## config.mk

```make
export PLATFORM = sky130hd
export DESIGN_NAME = gdbt_ctrl
export DESIGN_NICKNAME = d
export VERILOG_FILES = /design/src/sv/gdbt_pkg.sv /design/src/sv/gdbt_ctrl.sv
export SDC_FILE = /design/constraint.sdc
export NUM_CORES = 1
export LEC_CHECK = 0
export BUFFER_PORTS_ARGS = -buffer_cell sky130_fd_sc_hd__buf_2
export CORE_MARGIN = 5
export CORE_UTILIZATION = 40
export CTS_CLUSTER_DIAMETER = 60
export DETAILED_ROUTE_END_ITERATION = 6
export PLACE_DENSITY = 0.8
export SETUP_SLACK_MARGIN = 0.05
export SLEW_MARGIN = 0
export SYNTH_ARGS = -nofsm -noshare
export SYNTH_HDL_FRONTEND = slang
export SYNTH_SLANG_ARGS = --single-unit
```

## constraint.sdc

```tcl
create_clock -name clk -period 2 [get_ports clk]
set_input_delay 0.2 -clock clk [delete_from_list [all_inputs] [get_ports clk]]
set_output_delay 0.2 -clock clk [all_outputs]
set_load 0.01 [all_outputs]
```

## src/sv/gdbt_pkg.sv

```systemverilog
// Shared types, constants and codes for the graph traversal unit.
`default_nettype none
package gdbt_pkg;
  localparam int Vertices   = 32;
  localparam int MaxDegree  = 32;
  localparam int VW         = $clog2(Vertices);
  localparam int DW         = $clog2(MaxDegree);
  localparam int CW         = DW + 1;
  localparam int AW         = VW + DW;
  localparam int Depth      = Vertices * MaxDegree;
  localparam int StackDepth = (Vertices < 32) ? Vertices : 32;
  localparam int SW         = $clog2(StackDepth);
  localparam int SPW        = SW + 1;
  localparam int RW         = 6;

  typedef enum logic [1:0] {
    ACT_CLEAR = 2'd0,
    ACT_EDGE  = 2'd1,
    ACT_DFS   = 2'd2,
    ACT_BFS   = 2'd3
  } action_t;

  typedef enum logic [1:0] {
    ST_OK    = 2'd0,
    ST_RANGE = 2'd1,
    ST_FULL  = 2'd2
  } status_t;

  // Controller to datapath commands
  typedef struct packed {
    logic load;       // capture input word
    logic clr_graph;  // zero neighbor counts
    logic clr_marks;  // zero visited marks
    logic edge_wr_b;  // append a to b's list
    logic edge_wr_a;  // append b to a's list
    logic dfs_init;   // push start
    logic bfs_init;   // enqueue start
    logic rd_issue;   // read neighbor of top/head
    logic dfs_adv;    // process read neighbor (DFS)
    logic dfs_pop;    // pop stack
    logic bfs_adv;    // process read neighbor (BFS)
    logic bfs_deq;    // dequeue head
    logic out_load;   // place result in output register
    logic out_last;
    logic [1:0] out_status;
    logic out_vtx_sel; // 1: vertex from emit register
  } cmd_t;

  // Datapath to controller status
  typedef struct packed {
    action_t act;
    logic    a_bad;
    logic    b_bad;
    logic    full;
    logic    has_next;  // top/head has unread neighbor
    logic    take;      // read neighbor is new and fits
    logic    stack_one; // one entry left on stack
    logic    q_last;    // head is last queued entry
  } stat_t;
endpackage
`default_nettype wire

```

## src/sv/gdbt_ctrl.sv

```systemverilog
// Controller state machine sequencing each action.
`default_nettype none
module gdbt_ctrl (
  input  wire logic            clk,
  input  wire logic            rst,
  input  wire logic            in_valid,
  output logic                 in_ready,
  output logic                 out_valid,
  input  wire logic            out_ready,
  input  wire gdbt_pkg::stat_t stat,
  output gdbt_pkg::cmd_t       cmd
);
  typedef enum logic [7:0] {
    S_IDLE  = 8'b00000001,
    S_DEC   = 8'b00000010,
    S_EDGE  = 8'b00000100,
    S_OUT   = 8'b00001000,
    S_EMIT  = 8'b00010000,
    S_READ  = 8'b00100000,
    S_ADV   = 8'b01000000,
    S_DONE  = 8'b10000000
  } state_t;

  state_t state, state_next;
  logic   out_take;

  assign out_take = !out_valid || out_ready;
  assign in_ready = (state == S_IDLE) && !out_valid;

  // Next state and commands
  always_comb begin
    state_next = state;
    cmd = '0;
    unique case (state)
      S_IDLE: begin
        if (in_valid && in_ready) begin
          cmd.load = 1'b1;
          state_next = S_DEC;
        end
      end
      S_DEC: begin
        unique case (stat.act)
          gdbt_pkg::ACT_CLEAR: begin
            cmd.clr_graph = 1'b1;
            cmd.out_load = 1'b1;
            cmd.out_last = 1'b1;
            cmd.out_status = gdbt_pkg::ST_OK;
            state_next = S_OUT;
          end
          gdbt_pkg::ACT_EDGE: begin
            cmd.out_load = 1'b1;
            cmd.out_last = 1'b1;
            if (stat.a_bad || stat.b_bad) begin
              cmd.out_status = gdbt_pkg::ST_RANGE;
              state_next = S_OUT;
            end else if (stat.full) begin
              cmd.out_status = gdbt_pkg::ST_FULL;
              state_next = S_OUT;
            end else begin
              cmd.out_status = gdbt_pkg::ST_OK;
              cmd.edge_wr_b = 1'b1;
              state_next = S_EDGE;
            end
          end
          default: begin
            if (stat.a_bad) begin
              cmd.out_load = 1'b1;
              cmd.out_last = 1'b1;
              cmd.out_status = gdbt_pkg::ST_RANGE;
              state_next = S_OUT;
            end else begin
              cmd.clr_marks = 1'b1;
              state_next = S_EMIT;
            end
          end
        endcase
      end
      S_EDGE: begin
        cmd.edge_wr_a = 1'b1;
        state_next = S_OUT;
      end
      S_OUT: begin
        // Leave once the result word is gone or going
        if (out_take) state_next = S_IDLE;
      end
      S_EMIT: begin
        // Push or enqueue start vertex
        if (stat.act == gdbt_pkg::ACT_DFS) begin
          cmd.dfs_init = 1'b1;
        end else begin
          cmd.bfs_init = 1'b1;
        end
        state_next = S_READ;
      end
      S_READ: begin
        if (stat.act == gdbt_pkg::ACT_DFS) begin
          // Read only with the output free, a push may send a word
          if (stat.has_next) begin
            if (out_take) begin
              cmd.rd_issue = 1'b1;
              state_next = S_ADV;
            end
          end else if (stat.stack_one) begin
            state_next = S_DONE;
          end else begin
            cmd.dfs_pop = 1'b1;
          end
        end else begin
          if (stat.has_next) begin
            cmd.rd_issue = 1'b1;
            state_next = S_ADV;
          end else begin
            state_next = S_DONE;
          end
        end
      end
      S_ADV: begin
        if (stat.act == gdbt_pkg::ACT_DFS) begin
          cmd.dfs_adv = 1'b1;
          // A new push releases the vertex held before it
          if (stat.take) begin
            cmd.out_load = 1'b1;
            cmd.out_vtx_sel = 1'b1;
          end
        end else begin
          cmd.bfs_adv = 1'b1;
        end
        state_next = S_READ;
      end
      S_DONE: begin
        // Send vertex; the held DFS vertex or the final BFS one carries last
        if (out_take) begin
          cmd.out_load = 1'b1;
          cmd.out_vtx_sel = 1'b1;
          if (stat.act == gdbt_pkg::ACT_DFS) begin
            cmd.out_last = 1'b1;
            state_next = S_OUT;
          end else if (stat.q_last) begin
            cmd.out_last = 1'b1;
            state_next = S_OUT;
          end else begin
            cmd.bfs_deq = 1'b1;
            state_next = S_READ;
          end
        end
      end
      default: state_next = S_IDLE;
    endcase
  end

  always_ff @(posedge clk) begin
    if (rst) begin
      state <= S_IDLE;
    end else begin
      state <= state_next;
    end
  end

  // Raise valid on a load, drop it once taken
  always_ff @(posedge clk) begin
    if (rst) begin
      out_valid <= 1'b0;
    end else if (cmd.out_load) begin
      out_valid <= 1'b1;
    end else if (out_valid && out_ready) begin
      out_valid <= 1'b0;
    end
  end
endmodule
`default_nettype wire

```

Yosys cells after proc, flatten, opt, wreduce, memory -nomap -nowiden

Index checks and enable logic that the tools add are counted.

Memory bits (writable): 0
Input port bits: 13
Memories kept: 0
Output and inout port bits: 19
Bits in latches: 0
Flip-flop bits (word level): 9
Bits in read-only memories: 0

$add $sub $neg: 0
Multipliers: 0
Multiplexer cells: 57
Shifts and indexed selects: 0
Bitwise operators: 0
Equality and inequality tests: 15
Reduce and logical (&&, ||, !) cells: 11
Magnitude comparators: 0
Div/mod/pow operators: 0

Operator list:

| kind                                                 | number |
|---|---|
| two-way mux 8 bit                                    | 10 |
| one-hot mux 8 bit (7 select lines)                   | 1 |
| two-way mux 1 bit                                    | 31 |
| one-hot mux 8 bit (2 select lines)                   | 1 |
| equality test 8 x 1 -> 1 bit (second input constant) | 1 |
| equality test 8 x 2 -> 1 bit (second input constant) | 1 |
| equality test 8 x 3 -> 1 bit (second input constant) | 1 |
| equality test 8 x 4 -> 1 bit (second input constant) | 1 |
| equality test 8 x 5 -> 1 bit (second input constant) | 1 |
| equality test 8 x 6 -> 1 bit (second input constant) | 1 |
| equality test 8 x 7 -> 1 bit (second input constant) | 1 |
| equality test 8 bit (second input constant)          | 1 |
| two-way mux 2 bit                                    | 4 |
| two-way mux 4 bit                                    | 2 |
| inequality test 4 bit (second input constant)        | 2 |
| one-hot mux 4 bit (2 select lines)                   | 1 |
| two-way mux 3 bit                                    | 2 |
| two-way mux 6 bit                                    | 1 |
| two-way mux 5 bit                                    | 1 |
| AND reduction 5 bit                                  | 1 |
| inequality test 2 bit (second input constant)        | 2 |
| one-hot mux 1 bit (2 select lines)                   | 2 |
| OR reduction 2 bit                                   | 2 |
| logical AND 1 bit                                    | 3 |
| other kinds (8)                                      | 9 |

Longest topological paths before layout

Gate-level depths: netlist of the first run.

Word-level depth: 6
Gate-level depth with buffers: 6
Gate-level depth less buffers: 5

Worst setup path before layout of the first run

No wires, ideal clock.

Kind: register to output
Start: reg state[3]
End: out cmd[1] in the netlist's numbering
Data arrival time: 1.364 ns
Cell stages (with the launch flop): 5
Setup slack: 0.436 ns
Cells stage by stage: dfxtp_1 nor4_4 nand4b_1 buf_2 nor3_1

RTL lines:

| element                | line             | text |
|---|---|---|
| start, declared        | gdbt_ctrl.sv:24  | `state_t state, state_next;` |
| start signal, assigned | gdbt_ctrl.sv:155 | `state <= state_next;` |
| end, declared          | gdbt_ctrl.sv:11  | `output gdbt_pkg::cmd_t cmd` |

==> metrics.txt, run 1 <==
# TYPE chip_impl_metric gauge
chip_impl_info{name="run_status",value="complete, no violations"} 1
chip_impl_metric{name="grt_antenna_before_repair",unit=""} 0
chip_impl_metric{name="postRouteAntennaNets",unit=""} 0
chip_impl_metric{name="max_slew_margin",unit=""} 0.7609
chip_impl_metric{name="met3_usage",unit=""} 0.04585
chip_impl_metric{name="drt_wl_cell",unit="um"} 14.06
chip_impl_metric{name="synthesized_instance_count",unit=""} 92
chip_impl_info{name="worst_hold_launch",value="stat[4]"} 1
chip_impl_metric{name="ios",unit=""} 32
chip_impl_info{name="rsz0062_at_grt",value="true"} 1
chip_impl_metric{name="filler_cell_count",unit=""} 171
chip_impl_metric{name="arrival",unit="ns"} 1.68
chip_impl_metric{name="h_tree_depth_reported_by_cts",unit=""} 1
chip_impl_metric{name="ys_seq_elements",unit=""} 9
chip_impl_metric{name="gp_congestion",unit=""} 0.8650
chip_impl_metric{name="distinct_cells_synth",unit=""} 35
chip_impl_metric{name="drcViolationCount",unit=""} 0
chip_impl_metric{name="synth_sequential_area_ratio",unit=""} 0.2553
chip_impl_metric{name="timing.critical_path.fanout_max",unit=""} 5
chip_impl_metric{name="grt_usage",unit=""} 0.1726
chip_impl_metric{name="cts-root-to-sink-buffers",unit=""} 2
chip_impl_metric{name="clk_pin_slew_worst_paths",unit="ns"} 0.06
chip_impl_metric{name="grt_start_max_net_pins",unit=""} 12
chip_impl_info{name="clk_root_buffer_cell",value="clkbuf_4"} 1
chip_impl_metric{name="fin_hold_ws",unit="ns"} 0.1597
chip_impl_metric{name="core",unit="um2"} 1708
chip_impl_metric{name="max-vdd-ir-drop",unit="mV"} 0.4696
chip_impl_metric{name="cellLeakagePower",unit="uW"} 0.0004536
chip_impl_metric{name="fp.dieW",unit="um"} 52
chip_impl_metric{name="postRouteWirelength",unit="mm"} 2.179
chip_impl_metric{name="layout-drive-gt1-share",unit=""} 0.4462
chip_impl_metric{name="place.detailed.hpwl",unit="mm"} 1.751
chip_impl_metric{name="layout-area-overhead-vs-synth",unit="%"} 37.06
chip_impl_metric{name="clock_skew",unit="ns"} 0.007031
chip_impl_info{name="cp-start-kind",value="register"} 1
chip_impl_metric{name="ys_warn_count",unit=""} 0
chip_impl_metric{name="fp.dieArea",unit="um2"} 2704
chip_impl_metric{name="syn_area_per_cell",unit="um2"} 7.670
chip_impl_metric{name="grt.overflow.total",unit=""} 0
chip_impl_info{name="timing.hold.worst_endpoint",value="state[2]"} 1
chip_impl_info{name="min-delay-path-class",value="in2reg"} 1
chip_impl_metric{name="rr_worst_depth",unit=""} 6
chip_impl_info{name="grt.busiest_layer",value="met2"} 1
chip_impl_metric{name="holdBufCountCts",unit=""} 0
chip_impl_metric{name="first_global_vias",unit=""} 832
chip_impl_metric{name="hold_path_depth",unit=""} 2
chip_impl_metric{name="finalSetupViolations",unit=""} 0
chip_impl_metric{name="rows",unit=""} 15
chip_impl_metric{name="multi_input_area",unit="um2"} 518.0
chip_impl_metric{name="drt-initial-drc-count",unit=""} 8
chip_impl_info{name="ys.flop_type",value="dfxtp_1"} 1
chip_impl_metric{name="finalCritPeriodShare",unit=""} 0.9402
chip_impl_metric{name="globalRouteMet1Util",unit=""} 0.1892
chip_impl_info{name="reg2reg_to",value="state[3]"} 1
chip_impl_metric{name="wire_length_of_the_first_global_routing_pass",unit="mm"} 3.567
chip_impl_metric{name="start_util",unit=""} 0.4132
chip_impl_metric{name="final-seq-area",unit="um2"} 186.4
chip_impl_metric{name="min_period",unit="ns"} 1.880
chip_impl_metric{name="max_freq",unit="MHz"} 531.8
chip_impl_metric{name="final_nets",unit=""} 144
chip_impl_metric{name="max_cap_viol_count",unit=""} 0
chip_impl_metric{name="vias",unit=""} 839
chip_impl_metric{name="setup.reg_to_reg.worst_slack",unit="ns"} 0.33
chip_impl_metric{name="cts_made_buffers",unit=""} 3
chip_impl_metric{name="synthArstFlopShare",unit=""} 0
chip_impl_metric{name="synth_edf_count",unit=""} 0
chip_impl_metric{name="worst-slew-pin-transition",unit="ns"} 0.3560
chip_impl_metric{name="clock_latency",unit="ns"} 0.26
chip_impl_metric{name="synth.cell_area",unit="um2"} 705.7
chip_impl_metric{name="io_buffers",unit=""} 31
chip_impl_info{name="worst_r2r_src",value="state[6]"} 1
chip_impl_info{name="critPathCaptureType",value="output pin"} 1
chip_impl_metric{name="final-hold-violation-count",unit=""} 0
chip_impl_metric{name="n_antenna_cell",unit=""} 0
chip_impl_metric{name="synth.net_count",unit=""} 105
chip_impl_metric{name="cellPowerDensity",unit="nW/um2"} 571.9
chip_impl_metric{name="die_h",unit="um"} 52
chip_impl_metric{name="final.setup.tns",unit="ns"} 0
chip_impl_info{name="final_common_cell",value="buf_2"} 1
chip_impl_info{name="cts_tree",value="built"} 1
chip_impl_metric{name="tritoncts_num_sinks",unit=""} 9
chip_impl_metric{name="first_pass_iters",unit=""} 4
chip_impl_info{name="most_frequent_cells_in_the_layout",value="buf_2 (32), nor2_1 (19), nor3_1 (6), dfxtp_1 (6), nor2b_1 (5)"} 1
chip_impl_info{name="worstSetupPathType",value="reg2out"} 1
chip_impl_metric{name="post_drt_via_cell_ratio",unit=""} 5.413
chip_impl_metric{name="report.final.slew_viol_count",unit=""} 0
chip_impl_metric{name="grt_util_met2",unit=""} 0.3180
chip_impl_metric{name="worst_ep_required_time",unit="ns"} 1.80
==> critical path, stage by stage (launching register included) <==
cell and delay, ns:
dfxtp_4 0.37, nor4_4 0.30, buf_4 0.18, and4b_2 0.27, nand2_2 0.07, a21oi_2 0.09, buf_2 0.14
==> per-stage QoR <==
stage / worst slack, ns / power, uW / instances / utilization / cell area [um2]
final: 0.1197 / 553.2 / 155 / 0.5663 / 967.2
after detailed placement: 0.3472 / 413.3 / 148 / 0.5253 / 897.1
after global routing: 0.02666 / 589.4 / 155 / 0.5663 / 967.2
after CTS: 0.06320 / 545.6 / 152 / 0.5407 / 923.4
after floorplan: 0.4364 / 342.6 / 92 / - / 705.7
after global placement: 0.4086 / 406.3 / 148 / 0.5253 / 897.1
==> logic make-up (layout without fill, tap and decap cells) <==
kind of cell	after synthesis	after routing	share of synthesized area
XOR/XNOR	1	1	0.01241
AO/OA/AOI/OAI	13	13	0.1418
multiplexers	1	1	0.01418
flip-flops	9	9	0.2553
buffers and inverters	5	43	0.03014
AND/OR/NAND/NOR	63	63	0.5461
==> synth_stat cells, types with 2 or more instances <==
cell type / count / area, um2
nor3_1: 6 / 30.03
dfxtp_1: 9 / 180.2
nand2_1: 5 / 18.77
nand3_1: 3 / 15.01
nor2_1: 19 / 71.32
nor4_4: 2 / 42.54
nand2b_1: 3 / 18.77
inv_1: 3 / 11.26
nor2b_1: 6 / 37.54
nand4b_1: 2 / 17.52
nand4_1: 3 / 18.77
buf_2: 2 / 10.01
or2_2: 2 / 12.51
nor4_1: 2 / 12.51
a21oi_1: 5 / 25.02
==> where the power goes <==
part	switching, uW	internal, uW	leakage [uW]
clock	58.5	76.5	0.0000150
combinational	116	89.4	0.000364
sequential	21.3	191	0.0000749
total	196	357	0.000454
==> how the worst max path moves through the flow <==
stage,to,cells after the start,slack (ns),from
after floorplan,cmd[1],4,0.44,state[3]
after detailed placement,cmd[1],5,0.35,state[3]
after global routing,cmd[9],6,0.03,state[6]
final,cmd[9],6,0.12,state[6]
after global placement,cmd[1],5,0.41,state[3]
after CTS,cmd[1],5,0.06,state[3]
==> metal layers <==
metal,part of all wire,up-vias,wire length (um)
met5,0,-,0
met2,0.50,38,1096
li1,-,415,-
met3,0.082,6,179
met4,0.0078,0,17
met1,0.41,380,885
==> cell type report <==
| cell class | count | share of cell area |
|---|---|---|
| clock buffers | 4 | 0.02717 |
| multi-input cells | 78 | 0.5356 |
| flip-flops and latches | 9 | 0.1928 |
| repair buffers | 36 | 0.2005 |
| inverters | 3 | 0.01164 |
| well taps | 25 | 0.03234 |
==> sequential cells by signal, indices dropped and copies added, names as in the netlist <==
signal     flops
out_valid      1
state          8
==> what timing repair did <==
action                     CTS  global route
setup endpoints to repair    0             7
buffers inserted             0             2
resized for setup            0             9
No activity file was read; power rests on OpenSTA's default activity.
==> run 2: changes to the inputs <==
--- a/config.mk
+++ b/config.mk
@@ -5,12 +5,12 @@
 export SDC_FILE = /design/constraint.sdc
 export NUM_CORES = 1
 export LEC_CHECK = 0
-export BUFFER_PORTS_ARGS = -buffer_cell sky130_fd_sc_hd__buf_2
+export BUFFER_PORTS_ARGS = -buffer_cell sky130_fd_sc_hd__buf_4
 export CORE_MARGIN = 5
-export CORE_UTILIZATION = 40
+export CORE_UTILIZATION = 45
 export CTS_CLUSTER_DIAMETER = 60
 export DETAILED_ROUTE_END_ITERATION = 6
-export PLACE_DENSITY = 0.8
+export PLACE_DENSITY = 0.87
 export SETUP_SLACK_MARGIN = 0.05
 export SLEW_MARGIN = 0
 export SYNTH_ARGS = -nofsm -noshare
==> run 2 against run 1 <==
  * Final cell count decreased by 6.5%
  * Worst hold slack got worse by 0.019 ns
  * Cell area increased by 4.5%
  * Non-clock buffer count decreased by 1
  * Setup slack improved by 0.043 ns
  * Clock skew decreased by 0.00075 ns
  * Utilization increased by 11 points
  * Largest cell class unchanged
  * Largest power group is now combinational logic
==> metrics.txt, run 2 (same netlist as run 1, synthesis figures left out) <==
# TYPE chip_impl_metric gauge
chip_impl_metric{name="h_tree_depth_reported_by_cts",unit=""} 1
chip_impl_metric{name="worst-slew-pin-transition",unit="ns"} 0.3581
chip_impl_metric{name="fp.dieW",unit="um"} 49.60
chip_impl_metric{name="finalSetupViolations",unit=""} 0
chip_impl_metric{name="cellPowerDensity",unit="nW/um2"} 559.7
chip_impl_metric{name="min_period",unit="ns"} 1.837
chip_impl_metric{name="worst_ep_required_time",unit="ns"} 1.80
chip_impl_metric{name="tritoncts_num_sinks",unit=""} 9
chip_impl_metric{name="cts_made_buffers",unit=""} 3
chip_impl_info{name="worstSetupPathType",value="reg2out"} 1
chip_impl_metric{name="final_nets",unit=""} 143
chip_impl_metric{name="cts-root-to-sink-buffers",unit=""} 2
chip_impl_info{name="largest_registers",value="state: 8 flops, out_valid: 1 flops"} 1
chip_impl_metric{name="layout-area-overhead-vs-synth",unit="%"} 43.26
chip_impl_info{name="cp-start-kind",value="register"} 1
chip_impl_info{name="run_status",value="complete, no violations"} 1
chip_impl_info{name="min-delay-path-class",value="in2reg"} 1
chip_impl_metric{name="report.final.slew_viol_count",unit=""} 0
chip_impl_info{name="worst_r2r_src",value="state[2]"} 1
chip_impl_metric{name="start_util",unit=""} 0.4739
chip_impl_metric{name="drt-initial-drc-count",unit=""} 21
chip_impl_metric{name="final-hold-violation-count",unit=""} 0
chip_impl_metric{name="gp_congestion",unit=""} 0.8823
chip_impl_metric{name="max-vdd-ir-drop",unit="mV"} 0.4634
chip_impl_metric{name="clock_skew",unit="ns"} 0.006281
chip_impl_metric{name="die_h",unit="um"} 49.60
chip_impl_info{name="cp-startpoint",value="state[2]"} 1
chip_impl_metric{name="grt_antenna_before_repair",unit=""} 0
chip_impl_metric{name="ios",unit=""} 32
chip_impl_metric{name="drcViolationCount",unit=""} 0
chip_impl_metric{name="clock_latency",unit="ns"} 0.25
chip_impl_metric{name="largest_register_ff_count",unit=""} 8
chip_impl_info{name="cts_tree",value="built"} 1
chip_impl_info{name="final_common_cell",value="buf_4"} 1
chip_impl_metric{name="max_slew_margin",unit=""} 0.7595
chip_impl_metric{name="grt_usage",unit=""} 0.1672
chip_impl_metric{name="timing.critical_path.fanout_max",unit=""} 11
chip_impl_metric{name="grt.overflow.total",unit=""} 0
chip_impl_metric{name="max_cap_viol_count",unit=""} 0
chip_impl_metric{name="placement.setup.worst_slack",unit="ns"} 0.2893
chip_impl_info{name="rsz0062_at_grt",value="true"} 1
chip_impl_metric{name="cellLeakagePower",unit="uW"} 0.0004589
chip_impl_metric{name="post_drt_via_cell_ratio",unit=""} 5.738
chip_impl_metric{name="rows",unit=""} 14
chip_impl_info{name="worst_hold_launch",value="rst"} 1
chip_impl_metric{name="fp.dieArea",unit="um2"} 2460
chip_impl_metric{name="layout-drive-gt1-share",unit=""} 0.4031
chip_impl_metric{name="core",unit="um2"} 1489
chip_impl_metric{name="postRouteAntennaNets",unit=""} 0
chip_impl_metric{name="drt_wl_cell",unit="um"} 14.41
chip_impl_info{name="clk_root_buffer_cell",value="clkbuf_4"} 1
chip_impl_metric{name="postRouteWirelength",unit="mm"} 2.089
chip_impl_metric{name="first_pass_iters",unit=""} 4
chip_impl_info{name="largest-register",value="state"} 1
chip_impl_info{name="critPathCaptureType",value="output pin"} 1
chip_impl_metric{name="final.setup.tns",unit="ns"} 0
chip_impl_metric{name="clk_pin_slew_worst_paths",unit="ns"} 0.06
chip_impl_metric{name="vias",unit=""} 832
chip_impl_metric{name="first_global_vias",unit=""} 798
chip_impl_metric{name="holdBufCountCts",unit=""} 0
chip_impl_metric{name="io_buffers",unit=""} 31
chip_impl_metric{name="postLayoutSetupSlackWorst",unit="ns"} 0.1629
chip_impl_metric{name="grt_start_max_net_pins",unit=""} 12
chip_impl_metric{name="place.detailed.hpwl",unit="mm"} 1.729
chip_impl_metric{name="setup.reg_to_reg.worst_slack",unit="ns"} 0.25
chip_impl_metric{name="filler_cell_count",unit=""} 124
chip_impl_metric{name="wire_length_of_the_first_global_routing_pass",unit="mm"} 3.374
chip_impl_metric{name="n_antenna_cell",unit=""} 0
chip_impl_metric{name="arrival",unit="ns"} 1.64
chip_impl_metric{name="finalCritPeriodShare",unit=""} 0.9186
chip_impl_info{name="most_frequent_cells_in_the_layout",value="buf_4 (35), nor2_1 (19), dfxtp_1 (8)"} 1
chip_impl_metric{name="max_freq",unit="MHz"} 544.3
## run 2: worst max-delay path, cell delays in order, from the launching register on
cell and delay (ns):
dfxtp_1 0.35, nor4_4 0.37, nand4b_1 0.14, buf_4 0.19, nor3_1 0.19, buf_4 0.15
## run 2: cell type report
cell class / count / area (um2) / share of cell area
Inverter: 3 / 11.26 / 0.01114
Multi-Input combinational cell: 78 / 509.2 / 0.5037
Sequential cell: 9 / 181.4 / 0.1795
Tap cell: 16 / 20.02 / 0.01980
Timing Repair Buffer: 35 / 262.8 / 0.2599
Clock buffer: 4 / 26.28 / 0.02599
## run 2: final timing paths
kind,end,cells after the start
worst min register to register,state[7],2
worst max-delay path,cmd[1],5
worst max register to register,state[3],6
worst min-delay path,state[5],2
## run 2: per-layer routing
layer	part of all wire	vias to the layer above	GRT usage
met1	0.43	386	0.2083
met4	0	0	0.03057
met2	0.50	33	0.2797
li1	-	413	-
met5	0	-	0
met3	0.067	0	0.05422
## run 2: what timing repair did
action                                  in CTS  in global routing
pin swaps                                    1                  2
setup buffers                                1                  0
hold endpoints to repair                     0                  0
endpoints found under the setup margin       5                  6
resized for setup                            0                  2
gates cloned                                 0                  0
## run 2: where the power goes
part / internal, uW / total [uW] / switching (uW) / leakage (uW)
Combinational: 105 / 221 / 116 / 0.000370
Sequential: 193 / 211 / 18.6 / 0.0000736
Clock: 76.4 / 133 / 56.9 / 0.0000150
Total: 375 / 566 / 191 / 0.000459
## run 2: stage by stage
stage / total power, uW / instance area, um2 / cells / hold WS (ns) / utilization
floorplan: 342.6 / 705.7 / 92 / 0.2691 / -
global route: 612.5 / 1011 / 145 / 0.1147 / 0.6790
global placement: 423.3 / 970.9 / 140 / 0.3976 / 0.6521
detailed placement: 431.4 / 970.9 / 140 / 0.4037 / 0.6521
CTS: 568.8 / 1005 / 145 / 0.1303 / 0.6748
finish: 565.9 / 1011 / 145 / 0.1410 / 0.6790
==> run 3: changes to the inputs <==
--- a/config.mk
+++ b/config.mk
@@ -6,8 +6,10 @@
 export NUM_CORES = 1
 export LEC_CHECK = 0
 export BUFFER_PORTS_ARGS = -buffer_cell sky130_fd_sc_hd__buf_4
+export CELL_PAD_IN_SITES_DETAIL_PLACEMENT = 1
+export CELL_PAD_IN_SITES_GLOBAL_PLACEMENT = 1
 export CORE_MARGIN = 5
-export CORE_UTILIZATION = 45
+export CORE_UTILIZATION = 31
 export CTS_CLUSTER_DIAMETER = 60
 export DETAILED_ROUTE_END_ITERATION = 6
 export PLACE_DENSITY = 0.87
==> constraint.sdc (replaced) <==
create_clock -name clk -period 2 [get_ports clk]
set_input_delay 0.6 -clock clk [delete_from_list [all_inputs] [get_ports clk]]
set_output_delay 0.6 -clock clk [all_outputs]
set_load 0.01 [all_outputs]
==> run 3 against run 2 <==
  * The run now fails in global routing
  * Synthesized area unchanged
  * Synthesized cell count unchanged
==> metrics.txt, run 3 <==
# TYPE chip_impl_metric gauge
chip_impl_metric{name="ys_seq_elements",unit=""} 9
chip_impl_metric{name="grt_start_max_net_pins",unit=""} 12
chip_impl_metric{name="distinct_cells_synth",unit=""} 35
chip_impl_metric{name="cts-root-to-sink-buffers",unit=""} 2
chip_impl_metric{name="syn_area_per_cell",unit="um2"} 7.670
chip_impl_info{name="clk_root_buffer_cell",value="clkbuf_4"} 1
chip_impl_info{name="run_status",value="stopped before the end"} 1
chip_impl_metric{name="synth_edf_count",unit=""} 0
chip_impl_info{name="synth.most_common_cell",value="nor2_1"} 1
chip_impl_info{name="post_synth_main_area_contributors",value="dfxtp_1 (26%), nor2_1 (10%), nor4_4 (6.0%)"} 1
chip_impl_info{name="synth_area_leader_cell",value="dfxtp_1"} 1
chip_impl_metric{name="cts_made_buffers",unit=""} 3
chip_impl_metric{name="fp.dieW",unit="um"} 57.71
chip_impl_metric{name="synthArstFlopShare",unit=""} 0
chip_impl_info{name="lastStage",value="global routing"} 1
chip_impl_metric{name="start_util",unit=""} 0.3221
chip_impl_metric{name="h_tree_depth_reported_by_cts",unit=""} 1
chip_impl_metric{name="tritoncts_num_sinks",unit=""} 9
chip_impl_metric{name="grt_antenna_before_repair",unit=""} 0
chip_impl_metric{name="placement.setup.worst_slack",unit="ns"} -0.1754
chip_impl_info{name="synth.top_cells.by_count",value="nor2_1 (19), dfxtp_1 (9), nor2b_1 (6), nor3_1 (6)"} 1
chip_impl_info{name="timing.repair.worst_endpoint_type",value="top-level output"} 1
chip_impl_metric{name="place.detailed.hpwl",unit="mm"} 2.471
chip_impl_metric{name="yosys.area.top_type_share",unit=""} 0.2553
chip_impl_metric{name="synthesized_instance_count",unit=""} 92
chip_impl_metric{name="synth_sequential_area_ratio",unit=""} 0.2553
chip_impl_metric{name="synth.net_count",unit=""} 105
chip_impl_metric{name="synth.cell_area",unit="um2"} 705.7
chip_impl_metric{name="die_h",unit="um"} 57.71
chip_impl_metric{name="gp_congestion",unit=""} 0.8732
chip_impl_metric{name="placed_cell_area",unit="um2"} 1150
chip_impl_metric{name="ys_warn_count",unit=""} 0
chip_impl_info{name="worst_endpoint",value="cmd[9]"} 1
chip_impl_metric{name="rows",unit=""} 17
chip_impl_metric{name="ios",unit=""} 32
chip_impl_metric{name="holdBufCountCts",unit=""} 0
chip_impl_metric{name="io_buffers",unit=""} 31
chip_impl_info{name="error_line",value="[ERROR DPL-0033] detailed placement checks failed during check placement."} 1
chip_impl_info{name="ys.flop_type",value="dfxtp_1"} 1
-- run 3: logic make-up after synthesis --
logic type | synth area share
and+or+nand+nor | 0.5461
AOI/OAI and AO/OA | 0.1418
DFF | 0.2553
buffers and inverters | 0.03014
xor gates and xnor gates | 0.01241
muxes | 0.01418
-- run 3: per-stage QoR --
step | hold WS [ns] | setup TNS, ns | std cells
after floorplan | 0.5123 | 0 | 92
after CTS | 0.5146 | -4.373 | 185
after detailed placement | 0.6446 | -0.7617 | 168
after global placement | 0.6252 | -0.4513 | 168
-- run 3: what timing repair did --
item                       in CTS
resized for setup              29
setup buffers                  13
setup endpoints to repair      18
pin swaps                      13
hold endpoints to repair        0
==> run 4: changes to the inputs <==
==> config.mk (replaced) <==
export PLATFORM = sky130hd
export DESIGN_NAME = gdbt_ctrl
export DESIGN_NICKNAME = d
export VERILOG_FILES = /design/src/sv/gdbt_pkg.sv /design/src/sv/gdbt_ctrl.sv
export SDC_FILE = /design/constraint.sdc
export NUM_CORES = 1
export LEC_CHECK = 0
export BUFFER_PORTS_ARGS = -buffer_cell sky130_fd_sc_hd__buf_4
export CORE_AREA = 5 5 66 68
export DETAILED_ROUTE_END_ITERATION = 6
export DIE_AREA = 0 0 71 73
export PLACE_DENSITY_LB_ADDON = 0.15
export SLEW_MARGIN = 0
export SYNTH_ARGS = -nofsm -noshare
export SYNTH_HDL_FRONTEND = slang
export SYNTH_SLANG_ARGS = --single-unit
==> run 4 against run 3 <==
  * The flow now finishes, with violations (setup timing)
==> metrics.txt, run 4 (same netlist as run 1, synthesis figures left out) <==
# TYPE chip_impl_metric gauge
chip_impl_metric{name="grt_usage",unit=""} 0.1125
chip_impl_info{name="worstSetupPathType",value="reg2out"} 1
chip_impl_metric{name="postLayoutSetupSlackWorst",unit="ns"} -0.2362
chip_impl_info{name="cts_tree",value="built"} 1
chip_impl_info{name="largest_registers",value="state: 8 flops, out_valid: 1 flops"} 1
chip_impl_metric{name="io_buffers",unit=""} 31
chip_impl_info{name="run_status",value="finished with violations"} 1
chip_impl_metric{name="setup.reg_to_reg.worst_slack",unit="ns"} 0.13
chip_impl_metric{name="h_tree_depth_reported_by_cts",unit=""} 1
chip_impl_metric{name="grt.overflow.total",unit=""} 0
chip_impl_metric{name="start_util",unit=""} 0.1858
chip_impl_metric{name="finalCritPeriodShare",unit=""} 1.118
chip_impl_metric{name="wire_length_of_the_first_global_routing_pass",unit="mm"} 4.533
chip_impl_metric{name="rows",unit=""} 23
chip_impl_info{name="critPathSlowestCell",value="nor4_4"} 1
chip_impl_metric{name="clk_pin_slew_worst_paths",unit="ns"} 0.05
chip_impl_info{name="reg2reg_to",value="state[4]"} 1
chip_impl_info{name="critPathCaptureType",value="output pin"} 1
chip_impl_metric{name="cp.buffers_inverters",unit=""} 2
chip_impl_metric{name="drt-initial-drc-count",unit=""} 23
chip_impl_info{name="failed_checks",value="setup timing"} 1
chip_impl_info{name="most_frequent_cells_in_the_layout",value="buf_4 (49), nor2_1 (14), buf_6 (10)"} 1
chip_impl_metric{name="rr_worst_depth",unit=""} 8
chip_impl_metric{name="hold_path_depth",unit=""} 2
chip_impl_metric{name="first_global_vias",unit=""} 937
chip_impl_info{name="rsz0062_at_grt",value="true"} 1
chip_impl_metric{name="cellLeakagePower",unit="uW"} 0.0006663
chip_impl_metric{name="post_drt_via_cell_ratio",unit=""} 4.580
chip_impl_metric{name="layout-drive-gt1-share",unit=""} 0.6839
chip_impl_metric{name="final_nets",unit=""} 169
chip_impl_info{name="worst_hold_launch",value="rst"} 1
chip_impl_metric{name="postRouteAntennaNets",unit=""} 0
chip_impl_metric{name="drt_wl_cell",unit="um"} 14.74
chip_impl_metric{name="ios",unit=""} 32
chip_impl_metric{name="placement.setup.worst_slack",unit="ns"} -0.1653
chip_impl_metric{name="cp_slowest_stage_delay",unit="ns"} 0.35
chip_impl_metric{name="vias",unit=""} 939
chip_impl_info{name="top_delay_family_on_crit_path",value="simple AND/OR/NAND/NOR gates"} 1
chip_impl_info{name="crit_path_end",value="cmd[9]"} 1
chip_impl_metric{name="cellPowerDensity",unit="nW/um2"} 522.1
chip_impl_info{name="worst_r2r_src",value="state[2]"} 1
chip_impl_metric{name="cts_made_buffers",unit=""} 3
chip_impl_metric{name="drcViolationCount",unit=""} 0
chip_impl_metric{name="die_h",unit="um"} 73
chip_impl_metric{name="place.detailed.hpwl",unit="mm"} 2.170
chip_impl_metric{name="largest_register_ff_count",unit=""} 8
chip_impl_info{name="final_common_cell",value="buf_4"} 1
chip_impl_metric{name="max_slew_margin",unit=""} 0.7429
chip_impl_metric{name="final-hold-violation-count",unit=""} 0
chip_impl_metric{name="max_freq",unit="MHz"} 447.2
chip_impl_info{name="min-delay-path-class",value="in2reg"} 1
chip_impl_metric{name="first_pass_iters",unit=""} 4
chip_impl_info{name="cp-startpoint",value="state[2]"} 1
chip_impl_info{name="cpMostUsedCell",value="buf_4"} 1
chip_impl_metric{name="finalSetupViolations",unit=""} 16
chip_impl_metric{name="fp.dieArea",unit="um2"} 5183
chip_impl_metric{name="critical_path_depth",unit=""} 6
chip_impl_metric{name="timing.critical_path.fanout_max",unit=""} 3
chip_impl_metric{name="grt_antenna_before_repair",unit=""} 0
chip_impl_metric{name="worst_ep_required_time",unit="ns"} 1.40
chip_impl_metric{name="grt_start_max_net_pins",unit=""} 11
chip_impl_metric{name="tritoncts_num_sinks",unit=""} 9
chip_impl_metric{name="clock_skew",unit="ns"} 0.002424
chip_impl_metric{name="n_antenna_cell",unit=""} 0
chip_impl_metric{name="max-vdd-ir-drop",unit="mV"} 0.1370
chip_impl_metric{name="finish.utilization",unit=""} 0.3999
chip_impl_metric{name="report.final.slew_viol_count",unit=""} 0
chip_impl_info{name="cp-start-kind",value="register"} 1
chip_impl_metric{name="layout-area-overhead-vs-synth",unit="%"} 115.2
chip_impl_info{name="clk_root_buffer_cell",value="clkbuf_8"} 1
chip_impl_metric{name="postRouteWirelength",unit="mm"} 3.022
chip_impl_info{name="timing.critical_path.cells",value="nor4_4 -> buf_4 -> and4b_2 -> nand2_2 -> a21oi_2 -> buf_4"} 1
chip_impl_metric{name="min_period",unit="ns"} 2.236
chip_impl_metric{name="worst-slew-pin-transition",unit="ns"} 0.3846
chip_impl_metric{name="clock_latency",unit="ns"} 0.23
chip_impl_metric{name="arrival",unit="ns"} 1.64
chip_impl_metric{name="gp_congestion",unit=""} 0.7559
chip_impl_info{name="largest-register",value="state"} 1
chip_impl_metric{name="fp.dieW",unit="um"} 71
chip_impl_metric{name="core",unit="um2"} 3799
chip_impl_metric{name="max_cap_viol_count",unit=""} 0
chip_impl_metric{name="cts-root-to-sink-buffers",unit=""} 2
## run 4: timing repair
action | 4_1_cts | 5_1_grt
gates resized for setup | 28 | 22
pin swaps | 12 | 12
hold buffers | 0 | 0
endpoints found under the setup margin | 18 | 18
setup buffers | 5 | 3
cloned | 0 | 1
## run 4: layer usage
layer | wire (um) | global-route usage
met1 | 1271 | 0.1341
met2 | 1416 | 0.1833
met3 | 268 | 0.03857
met4 | 66 | 0.05010
met5 | 0 | 0
## run 4: how the worst min path moves through the flow
stage / slack [ns] / endpoint
CTS: 0.57 / state[5]
floorplan: 0.51 / state[7]
global route: 0.58 / state[5]
finish: 0.57 / state[7]
detailed placement: 0.64 / state[7]
global placement: 0.63 / state[7]
## run 4: metrics by stage
stage / std cells / power, uW / hold slack [ns] / instance area (um2) / TNS, ns
2_1_floorplan: 92 / 346.9 / 0.5123 / 732.0 / 0
3_3_place_gp: 192 / 479.4 / 0.6346 / 1187 / -0.6527
3_5_place_dp: 192 / 480.1 / 0.6372 / 1187 / -0.6326
4_1_cts: 201 / 742.2 / 0.5723 / 1375 / -2.815
5_1_grt: 205 / 853.0 / 0.5777 / 1519 / -4.006
6_report: 205 / 793.0 / 0.5741 / 1519 / -2.510
## run 4: worst reg2reg max path, delay by kind of cell, from the launching register on
kind	cells	cell delay [ns]
AND/OR/NAND/NOR	4	0.79
buffers and inverters	3	0.35
flip-flops	1	0.33
AO/OA/AOI/OAI	1	0.29
## run 4: report_power, final
| group | switching, uW | leakage [uW] | internal [uW] |
|---|---|---|---|
| logic | 177 | 0.000568 | 194 |
| clock network | 74.5 | 0.0000228 | 139 |
| registers | 16.4 | 0.0000754 | 192 |
## run 4: final cells by class
cell class,instances,area (um2)
clock buffers,4,45.04
fillers,405,2280
inverters,3,11.26
multi-input cells,78,686.9
flip-flops and latches,9,187.7
well taps,50,62.56
repair buffers,61,525.5
